**src/rtl/core/sha256_pkg.sv**
```systemverilog
// SHA-256 package: state encoding, round constants, initial hash values and
// the sigma functions used by the message hasher core.
// No dependencies.
package sha256_pkg;

	localparam int WordW = 32;
	localparam int Rounds = 64;
	localparam int BlockBytes = 64;
	localparam int LenBytePos = 56;

	typedef enum logic [2:0] {
		ST_IDLE,
		ST_PAD,
		ST_ROUND_W,
		ST_ROUND_C,
		ST_UPDATE,
		ST_OUT
	} hash_state_t;

	localparam logic [WordW-1:0] ROUND_K [Rounds] = '{
		32'h428a2f98, 32'h71374491, 32'hb5c0fbcf, 32'he9b5dba5,
		32'h3956c25b, 32'h59f111f1, 32'h923f82a4, 32'hab1c5ed5,
		32'hd807aa98, 32'h12835b01, 32'h243185be, 32'h550c7dc3,
		32'h72be5d74, 32'h80deb1fe, 32'h9bdc06a7, 32'hc19bf174,
		32'he49b69c1, 32'hefbe4786, 32'h0fc19dc6, 32'h240ca1cc,
		32'h2de92c6f, 32'h4a7484aa, 32'h5cb0a9dc, 32'h76f988da,
		32'h983e5152, 32'ha831c66d, 32'hb00327c8, 32'hbf597fc7,
		32'hc6e00bf3, 32'hd5a79147, 32'h06ca6351, 32'h14292967,
		32'h27b70a85, 32'h2e1b2138, 32'h4d2c6dfc, 32'h53380d13,
		32'h650a7354, 32'h766a0abb, 32'h81c2c92e, 32'h92722c85,
		32'ha2bfe8a1, 32'ha81a664b, 32'hc24b8b70, 32'hc76c51a3,
		32'hd192e819, 32'hd6990624, 32'hf40e3585, 32'h106aa070,
		32'h19a4c116, 32'h1e376c08, 32'h2748774c, 32'h34b0bcb5,
		32'h391c0cb3, 32'h4ed8aa4a, 32'h5b9cca4f, 32'h682e6ff3,
		32'h748f82ee, 32'h78a5636f, 32'h84c87814, 32'h8cc70208,
		32'h90befffa, 32'ha4506ceb, 32'hbef9a3f7, 32'hc67178f2
	};

	localparam logic [WordW-1:0] INIT_HASH [8] = '{
		32'h6a09e667, 32'hbb67ae85, 32'h3c6ef372, 32'ha54ff53a,
		32'h510e527f, 32'h9b05688c, 32'h1f83d9ab, 32'h5be0cd19
	};

	function automatic logic [WordW-1:0] rotr(input logic [WordW-1:0] v, input int n);
		rotr = (v >> n) | (v << (WordW - n));
	endfunction

	function automatic logic [WordW-1:0] sig0(input logic [WordW-1:0] x);
		sig0 = rotr(x, 7) ^ rotr(x, 18) ^ (x >> 3);
	endfunction

	function automatic logic [WordW-1:0] sig1(input logic [WordW-1:0] x);
		sig1 = rotr(x, 17) ^ rotr(x, 19) ^ (x >> 10);
	endfunction

	function automatic logic [WordW-1:0] bsig0(input logic [WordW-1:0] x);
		bsig0 = rotr(x, 2) ^ rotr(x, 13) ^ rotr(x, 22);
	endfunction

	function automatic logic [WordW-1:0] bsig1(input logic [WordW-1:0] x);
		bsig1 = rotr(x, 6) ^ rotr(x, 11) ^ rotr(x, 25);
	endfunction

endpackage

```
**src/rtl/core/sha256_message_hasher.sv**
```systemverilog
// A byte that does not complete a block is taken at once and leaves the block
// idle; a byte that completes a block is followed by a busy phase of 64 rounds,
// each a schedule step and a compression step on the single shared round unit,
// then one hash update. Finish pads one byte per cycle while in the pad state,
// compresses one or two blocks, then offers the eight digest words in eight
// transactions. Reset clears all control state and reloads the initial hash values.
// SHA-256 message hasher top level. Depends on sha256_pkg.
module sha256_message_hasher
	import sha256_pkg::*;
(
	input  logic        clk,
	input  logic        arst_n,
	input  logic        in_valid,
	output logic        in_stall,
	input  logic        func,
	input  logic [7:0]  message_byte,
	output logic        out_valid,
	input  logic        out_stall,
	output logic [31:0] digest_word,
	output logic [2:0]  word_index,
	output logic        last_word
);

	// Controller state and its next value.
	hash_state_t state_q, state_d;

	// Hash state, round variables a..h, and the sixteen-word schedule window.
	// The window is a shift line: word 0 is the oldest, word 15 the newest.
	logic [31:0] hash_q [8];
	logic [31:0] work_q [8];
	logic [31:0] w_q [16];
	logic [23:0] pack_q;       // bytes of the word still being assembled
	logic [31:0] wk_q;         // schedule word plus round constant
	logic [5:0]  fill_q;
	logic [63:0] total_q;
	logic [63:0] len_q;        // bit length, shifted out a byte at a time
	logic [5:0]  rnd_q;
	logic [2:0]  oidx_q;
	logic        finishing_q;  // a finish transaction is being processed
	logic        pad_first_q;  // next pad byte is the 0x80 marker
	logic        lenok_q;      // current block is the last: length goes in
	logic        final_q;      // compression in flight is the final one

	logic        in_acc, out_acc;
	logic        byte_wr, go_comp, lenok_now;
	logic [7:0]  pad_byte, byte_val;
	logic [31:0] wt, t1, t2;

	assign in_acc  = in_valid && !in_stall;
	assign out_acc = out_valid && !out_stall;

	// Bytes come either from an append transaction or from the padding
	// sequencer; both go down the same packing path.
	assign lenok_now = pad_first_q ? (fill_q < 6'(LenBytePos)) : lenok_q;
	always_comb begin
		if (pad_first_q) begin
			pad_byte = 8'h80;
		end else if (lenok_q && fill_q >= 6'(LenBytePos)) begin
			pad_byte = len_q[63:56];
		end else begin
			pad_byte = 8'h00;
		end
	end
	assign byte_wr  = (in_acc && !func) || (state_q == ST_PAD);
	assign byte_val = (state_q == ST_PAD) ? pad_byte : message_byte;
	assign go_comp  = byte_wr && (fill_q == 6'(BlockBytes - 1));

	// Schedule word: the first sixteen rounds recirculate the loaded words,
	// later rounds extend the schedule from the window taps.
	assign wt = (rnd_q < 6'd16) ? w_q[0] :
		w_q[0] + sig0(w_q[1]) + w_q[9] + sig1(w_q[14]);

	assign t1 = work_q[7] + bsig1(work_q[4])
		+ ((work_q[4] & work_q[5]) ^ (~work_q[4] & work_q[6])) + wk_q;
	assign t2 = bsig0(work_q[0])
		+ ((work_q[0] & work_q[1]) ^ (work_q[0] & work_q[2]) ^ (work_q[1] & work_q[2]));

	always_comb begin
		state_d = state_q;
		case (state_q)
			ST_IDLE: begin
				if (in_acc) begin
					if (func) begin
						state_d = ST_PAD;
					end else if (go_comp) begin
						state_d = ST_ROUND_W;
					end
				end
			end
			ST_PAD: begin
				if (go_comp) begin
					state_d = ST_ROUND_W;
				end
			end
			ST_ROUND_W: state_d = ST_ROUND_C;
			ST_ROUND_C: begin
				state_d = (rnd_q == 6'(Rounds - 1)) ? ST_UPDATE : ST_ROUND_W;
			end
			ST_UPDATE: begin
				if (final_q) begin
					state_d = ST_OUT;
				end else if (finishing_q) begin
					state_d = ST_PAD;
				end else begin
					state_d = ST_IDLE;
				end
			end
			ST_OUT: begin
				if (out_acc && oidx_q == 3'd7) begin
					state_d = ST_IDLE;
				end
			end
			default: state_d = ST_IDLE;
		endcase
	end

	always_ff @(posedge clk or negedge arst_n) begin
		if (!arst_n) begin
			state_q <= ST_IDLE;
		end else begin
			state_q <= state_d;
		end
	end

	// Control registers.
	always_ff @(posedge clk or negedge arst_n) begin
		if (!arst_n) begin
			fill_q      <= '0;
			total_q     <= '0;
			rnd_q       <= '0;
			oidx_q      <= '0;
			finishing_q <= 1'b0;
			pad_first_q <= 1'b0;
			lenok_q     <= 1'b0;
			final_q     <= 1'b0;
			for (int i = 0; i < 8; i++) begin
				hash_q[i] <= INIT_HASH[i];
			end
		end else begin
			if (in_acc && !func) begin
				total_q <= total_q + 64'd1;
			end
			if (in_acc && func) begin
				finishing_q <= 1'b1;
				pad_first_q <= 1'b1;
			end
			if (byte_wr) begin
				fill_q <= fill_q + 6'd1;
			end
			if (state_q == ST_PAD) begin
				pad_first_q <= 1'b0;
				lenok_q     <= lenok_now;
			end
			if (go_comp) begin
				final_q <= (state_q == ST_PAD) && lenok_now;
			end
			if (state_q == ST_ROUND_C) begin
				rnd_q <= rnd_q + 6'd1;
			end
			if (state_q == ST_UPDATE) begin
				lenok_q <= 1'b1;
				for (int i = 0; i < 8; i++) begin
					hash_q[i] <= hash_q[i] + work_q[i];
				end
			end
			if (out_acc) begin
				oidx_q <= oidx_q + 3'd1;
				if (oidx_q == 3'd7) begin
					finishing_q <= 1'b0;
					lenok_q     <= 1'b0;
					final_q     <= 1'b0;
					total_q     <= '0;
					for (int i = 0; i < 8; i++) begin
						hash_q[i] <= INIT_HASH[i];
					end
				end
			end
		end
	end

	// Datapath registers; no reset needed.
	always_ff @(posedge clk) begin
		if (in_acc && func) begin
			len_q <= {total_q[60:0], 3'b000};
		end else if (state_q == ST_PAD && !pad_first_q && lenok_q
				&& fill_q >= 6'(LenBytePos)) begin
			len_q <= {len_q[55:0], 8'h00};
		end
		if (byte_wr) begin
			pack_q <= {pack_q[15:0], byte_val};
			if (fill_q[1:0] == 2'd3) begin
				for (int i = 0; i < 15; i++) begin
					w_q[i] <= w_q[i+1];
				end
				w_q[15] <= {pack_q, byte_val};
			end
		end
		if (go_comp) begin
			for (int i = 0; i < 8; i++) begin
				work_q[i] <= hash_q[i];
			end
		end
		if (state_q == ST_ROUND_W) begin
			for (int i = 0; i < 15; i++) begin
				w_q[i] <= w_q[i+1];
			end
			w_q[15] <= wt;
			wk_q    <= wt + ROUND_K[rnd_q];
		end
		if (state_q == ST_ROUND_C) begin
			work_q[7] <= work_q[6];
			work_q[6] <= work_q[5];
			work_q[5] <= work_q[4];
			work_q[4] <= work_q[3] + t1;
			work_q[3] <= work_q[2];
			work_q[2] <= work_q[1];
			work_q[1] <= work_q[0];
			work_q[0] <= t1 + t2;
		end
	end

	assign in_stall    = (state_q != ST_IDLE);
	assign out_valid   = (state_q == ST_OUT);
	assign digest_word = hash_q[oidx_q];
	assign word_index  = oidx_q;
	assign last_word   = (oidx_q == 3'd7);

`ifndef SYNTHESIS
	a_stall_when_out: assert property (@(posedge clk) disable iff (!arst_n)
		out_valid |-> in_stall) else $error("input taken while digest pending");
	a_fill_zero_out: assert property (@(posedge clk) disable iff (!arst_n)
		out_valid |-> (fill_q == 6'd0)) else $error("fill not empty at output");
	a_round_idle: assert property (@(posedge clk) disable iff (!arst_n)
		(state_q == ST_IDLE || state_q == ST_PAD) |-> (rnd_q == 6'd0))
		else $error("round counter not cleared");
	a_update_after_last: assert property (@(posedge clk) disable iff (!arst_n)
		(state_q == ST_UPDATE) |-> $past(state_q == ST_ROUND_C && rnd_q == 6'd63))
		else $error("hash update out of sequence");
`endif

endmodule

```
**config.mk**
```make
export PLATFORM = sky130hd
export DESIGN_NAME = sha256_message_hasher
export DESIGN_NICKNAME = d
export VERILOG_FILES = /design/src/rtl/core/sha256_pkg.sv /design/src/rtl/core/sha256_message_hasher.sv
export SDC_FILE = /design/constraint.sdc
export NUM_CORES = 2
export LEC_CHECK = 0
export ABC_AREA = 0
export BUFFER_PORTS_ARGS = -buffer_cell sky130_fd_sc_hd__buf_2
export CAP_MARGIN = 20
export CELL_PAD_IN_SITES_DETAIL_PLACEMENT = 1
export CELL_PAD_IN_SITES_GLOBAL_PLACEMENT = 2
export CORE_ASPECT_RATIO = 1.1
export CORE_MARGIN = 10
export CORE_UTILIZATION = 40
export DETAILED_ROUTE_END_ITERATION = 10
export PLACE_DENSITY_LB_ADDON = 0.1
export SLEW_MARGIN = 15
export SYNTH_ARGS = -nofsm -noshare
export SYNTH_HDL_FRONTEND = slang
export SYNTH_SLANG_ARGS = --single-unit
```
**constraint.sdc**
```tcl
create_clock -name clk -period 35.2 [get_ports clk]
set_input_delay 0 -clock clk [delete_from_list [all_inputs] [get_ports clk]]
set_output_delay 0 -clock clk [all_outputs]
set_load 0.005 [all_outputs]
```
**Yosys cells after proc, flatten, opt, wreduce, memory -nomap -nowiden**

Memories as Yosys holds them, arrays and structs flattened.
Cells that the tools add are included.

- Bits in read-only memories: 2048
- Flip-flop bits (word level): 459
- Memories kept: 3
- Word-level logic and storage cells: 206
- Input bits: 13
- RAM bits: 768

Memories:

| memory | depth | bits a word | read ports | clocked after memory_dff | wr ports | line | text |
|---|---|---|---|---|---|---|---|
| (no name shown) | 64 | 32 | 1 | 0 | 0 | sha256_message_hasher.sv:208 | `wk_q <= wt + ROUND_K[rnd_q];` |
| w_q | 16 | 32 | 16 | 0 | 16 | sha256_message_hasher.sv:31 | `logic [31:0] w_q [16];` |
| work_q | 8 | 32 | 8 | 0 | 8 | sha256_message_hasher.sv:30 | `logic [31:0] work_q [8];` |

- Equal/unequal tests: 11
- Bitwise operators: 53
- Magnitude comparators: 5
- $add $sub $neg: 22
- Reductions and logical operators: 21
- Muxes and demuxes: 71

Operators by type and width:

| kind | number |
|---|---|
| 2-to-1 mux 32 bit | 29 |
| 2-to-1 mux 256 bit | 3 |
| adder 32 bit | 18 |
| 2-to-1 mux 64 bit | 5 |
| XOR 32 bit | 9 |
| AND 32 bit | 5 |
| binary-select mux 32 bit (select 3 bit) | 1 |
| adder 64 x 1 -> 64 bit, second input constant | 1 |
| inverter 32 bit | 1 |
| bitwise OR 10 x 32 -> 32 bit | 1 |
| bitwise OR 13 x 32 -> 32 bit | 1 |
| bitwise OR 14 x 32 -> 32 bit | 1 |
| bitwise OR 15 x 32 -> 32 bit | 1 |
| bitwise OR 19 x 32 -> 32 bit | 1 |
| bitwise OR 21 x 32 -> 32 bit | 1 |
| bitwise OR 25 x 32 -> 32 bit | 1 |
| bitwise OR 26 x 32 -> 32 bit | 1 |
| bitwise OR 30 x 32 -> 32 bit | 1 |
| bitwise OR 7 x 32 -> 32 bit | 1 |
| XOR 32 x 22 -> 32 bit | 1 |
| XOR 32 x 29 -> 32 bit | 1 |
| 2-to-1 mux 8 bit | 3 |
| bitwise OR 1 bit | 24 |
| 2-to-1 mux 1 bit | 23 |
| 25 further kinds | 49 |

**Depth between registers and ports, before layout**

- Depth in word-level cells: 10
- Depth in mapped cells: 33

**Worst setup path after synthesis**

Ideal clock, no wire load.

- Path kind: register to register
- Start point: register state_q[1]
- End point: memory w_q[0][0], enable pin
- Library setup time: 2097 ps
- Clock period less this slack: 38447 ps
- Path buffers: 1
- Setup slack: -3247 ps
- Arrival time: 36350 ps
- Cell stages (with the launch flop): 4
- Path through: dfrtp_1 clkbuf_1 nand2_1 o21ai_0

RTL lines:

| element | line | text |
|---|---|---|
| start, declared | sha256_message_hasher.sv:25 | `hash_state_t state_q, state_d;` |
| start signal, assigned | sha256_message_hasher.sv:121 | `state_q <= state_d;` |
| end, declared | sha256_message_hasher.sv:31 |  |

==> impl_metrics.py <==
metrics = {
    "drt": {
        "vias_per_cell": 5.709,
        "routed_wl_um": 258800,
        "drt_iter0_markers": 4076,
        "routed-via-count": 54980,
        "wl_per_cell_um": 26.88,
        "drtAntennaViolNets": 0,
        "first_pass_iters": 6,
        "drc_errors": 0,
    },
    "cts": {
        "clock-root-buffer": "clkbuf_16",
        "insertion_delay_ns": 0.83,
        "post_cts.repair.setup_buffers": 0,
        "cts_buffer_depth": 3,
        "clkSinkCount": 1224,
        "cts_resized": 0,
        "htreeDepth": 4,
        "cts_tree": "done",
        "cts.clk_slew.worst_paths_ns": 0.06,
        "cts_buffers": 146,
    },
    "global_routing": {
        "antenna_found_initial": 11,
        "grt_use_met2": 0.4144,
        "grt_first_pass_wirelength_um": 384200,
        "met3_usage": 0.03142,
        "grt_max_degree": 192,
        "overflow": 0,
        "grt_use_met1": 0.3341,
        "grt_pass1_vias": 57070,
        "track_usage": 0.2485,
        "top_usage_layer": "met2",
    },
    "sta": {
        "maxSlewViolCount": 0,
        "finalHoldViolations": 0,
        "final.min_clock_period_ns": 7.860,
        "max_clock_freq_mhz": 127.2,
        "fin_crit_sh": 0.2233,
        "relSlewSlack": 0.2635,
        "worstMarginPinSlew_ns": 1.095,
        "fin_setup_tns_ns": 0,
        "clock_skew_ns": 0.06496,
        "rsz0062_at_grt": "no",
        "setup-violations-final": 0,
    },
    "cells_and_area": {
        "drive_gt1_frac": 0.1074,
        "final_util": 0.4464,
        "area_growth_pct": 10.90,
        "stdcell_count": 9630,
        "fin_nets": 7666,
        "final_cell_area_sq_um": 83170,
        "layout_common_cells": "1121 x nand2_1, 885 x edfxtp_1, 499 x a21oi_1, 428 x ha_1, 397 x xnor2_1",
        "nFillCells": 20050,
        "mostFrequentLayoutCell": "nand2_1",
    },
    "power_and_ir_drop": {
        "peakVddDrop_mv": 0.04008,
        "power_leakage_uw": 0.03529,
        "powerDensity_nw_per_um2": 56.68,
    },
    "worst_setup_path": {
        "slowest_delay_ns": 0.74,
        "crit_top_cell": "a21oi_1",
        "worstSetupPathType": "flip-flop to flip-flop",
        "end_kind": "flip-flop",
        "crit_slowest_cell": "a311oi_1",
        "crit_fanout": 6,
        "worstSetupStartpointType": "flip-flop",
        "worstPathArrival_ns": 8.39,
        "required_ns": 35.73,
    },
    "synthesis": {
        "ys_seq_elements": 1224,
        "synth_adder_area_share": 0.1163,
        "syn_avg_cell_area_sq_um": 10.58,
        "synth_top_family_by_area": "compound AO/OA/AOI/OAI gates",
        "synth_area_sq_um": 75000,
        "ys_seq_area_frac": 0.4697,
        "yosysTopAreaCell": "edfxtp_1",
        "synthMuxAreaShare": 0.04398,
        "synth-edff-count": 885,
        "synth_nets": 7694,
        "syn_inst": 7087,
        "yosys-top-cells-area": "edfxtp_1 35%, ha_1 7.1%, dfrtp_1 6.8%",
        "yosys.area_share.simple": 0.1196,
        "ys_warn_count": 0,
        "async_reset_ff_frac": 0.2770,
        "synth_compound_area_frac": 0.1413,
        "synth.distinct_cells": 99,
        "synthXorXnorAreaFrac": 0.07486,
        "ys.flop_type": "edfxtp_1",
        "synth_top_area_share": 0.3544,
    },
    "place": {
        "dp.cells": 9331,
        "globalplace.congestion": 0.9009,
        "io_buffers": 50,
        "dpl_cell_area_sq_um": 77800,
        "hpwlAfterDp_um": 192900,
    },
    "hold_path": {
        "hold_path_class": "input port to async pin",
    },
    "floorplanning": {
        "rows": 166,
        "die_x_um": 432.9,
        "ios": 51,
        "start_util": 0.4025,
        "core_area_sq_um": 186300,
        "dieArea_sq_um": 205200,
        "die_h_um": 474.1,
    },
    "run": {
        "cap_violations": 0,
    },
    "run_status": {
        "outcome": "finished clean",
    },
}
==> final timing paths <==
kind                                               from  slack [ns]                         to  cells after the start
worst max-delay path            work_q[2][27]$_DFFE_PP_       27.34    work_q[0][29]$_DFFE_PP_                     30
worst min-delay path                             arst_n        0.05      hash_q[199]$_DFF_PN1_                      2
worst max register to register  work_q[2][27]$_DFFE_PP_       27.34    work_q[0][29]$_DFFE_PP_                     30
worst min register to register     w_q[1][76]$_DFFE_PP_        0.40       w_q[1][44]$_DFFE_PP_                      0
max in group asynchronous                        arst_n       33.60       hash_q[45]$_DFF_PN0_                      4
min in group clk                              out_stall        0.12  word_index[0]$_DFFE_PN0P_                      4
==> sequential cells by signal, indices dropped and copies added (netlist names), 24 cells and up <==
| name | count |
|---|---|
| wk_q | 32 |
| hash_q | 256 |
| w_q | 512 |
| pack_q | 24 |
| work_q | 256 |
| total_q | 61 |
| len_q | 61 |
==> logic make-up (layout without fill, tap and decap cells) <==
| kind of cell | Yosys count | after routing |
|---|---|---|
| multiplexers | 226 | 226 |
| AO/OA/AOI/OAI | 1675 | 1675 |
| XOR/XNOR | 641 | 641 |
| buffers and inverters | 681 | 779 |
| other | 0 | 9 |
| AND/OR/NAND/NOR | 2042 | 2042 |
| flip-flops | 1224 | 1224 |
| adder cells (fa/ha/maj) | 598 | 598 |
==> per-stage QoR <==
stage                     hold WS (ns)  power, uW  setup slack (ns)
after CTS                     0.004773       4756             27.37
final                          0.04547       4714             27.34
after detailed placement       0.03644       3104             27.35
after global routing           0.06709       4957             26.92
after global placement         0.04185       3084             27.52
after floorplan                -0.2956       2827             10.58
==> cells in the mapped netlist, types with 13 or more instances <==
cell / instances
nand2b_1: 70
fa_1: 166
o31ai_1: 37
mux4_2: 69
a311oi_1: 15
mux2i_1: 19
nand4_1: 32
edfxtp_1: 885
a21o_1: 218
inv_1: 358
nor2_1: 340
nor3b_1: 17
o311ai_0: 13
o21a_1: 53
ha_1: 428
o22ai_1: 13
nand2_1: 1124
and3_1: 45
xor2_1: 244
nor2b_1: 39
clkbuf_1: 288
dfstp_2: 136
a221oi_1: 16
xnor2_1: 397
nor3_1: 105
a211oi_1: 68
o21bai_1: 57
o21ai_0: 375
or3_1: 38
o211ai_1: 102
a21oi_1: 499
a31oi_1: 57
a211o_1: 16
nand3_1: 120
buf_1: 29
and2_1: 44
or2_2: 15
dfrtp_1: 203
mux2_2: 138
==> layer usage <==
metal | share of wire | up-vias
met3 | 0.043 | 344
met5 | 0.000050 | -
met4 | 0.035 | 2
met1 | 0.44 | 28200
met2 | 0.48 | 1169
li1 | - | 25260
==> report_power, final <==
part           internal [uW]  total [uW]  switching [uW]
registers               1740        1830            92.1
clock network            942        1620             678
logic                    491        1260             768
==> layout make-up <==
| type | instances | area, sq um | area share |
|---|---|---|---|
| inverter | 361 | 1355 | 0.01629 |
| tap | 2436 | 3048 | 0.03665 |
| multi-input combinational | 5182 | 37270 | 0.4481 |
| clock inverter | 79 | 1151 | 0.01384 |
| timing repair buffer | 144 | 1071 | 0.01288 |
| clock buffer | 195 | 4009 | 0.04820 |
| sequential | 1224 | 35240 | 0.4237 |
| antenna | 9 | 22.52 | 0.0002708 |
==> worst max-delay path: cells and delay by family, from the launching register on <==
family / cells / cell delay (ns)
AOI/OAI and AO/OA: 17 / 3.84
xor gates and xnor gates: 4 / 0.74
adders and majority gates: 5 / 2.13
buffers and inverters: 3 / 0.18
DFF: 1 / 0.61
and+or+nand+nor: 1 / 0.08
==> what timing repair did <==
| item | CTS | global route |
|---|---|---|
| hold buffers | 15 | 0 |
| endpoints found under the hold margin | 286 | 0 |
| endpoints found under the setup margin | 0 | 0 |
No activity file was read; power rests on OpenSTA's default activity.
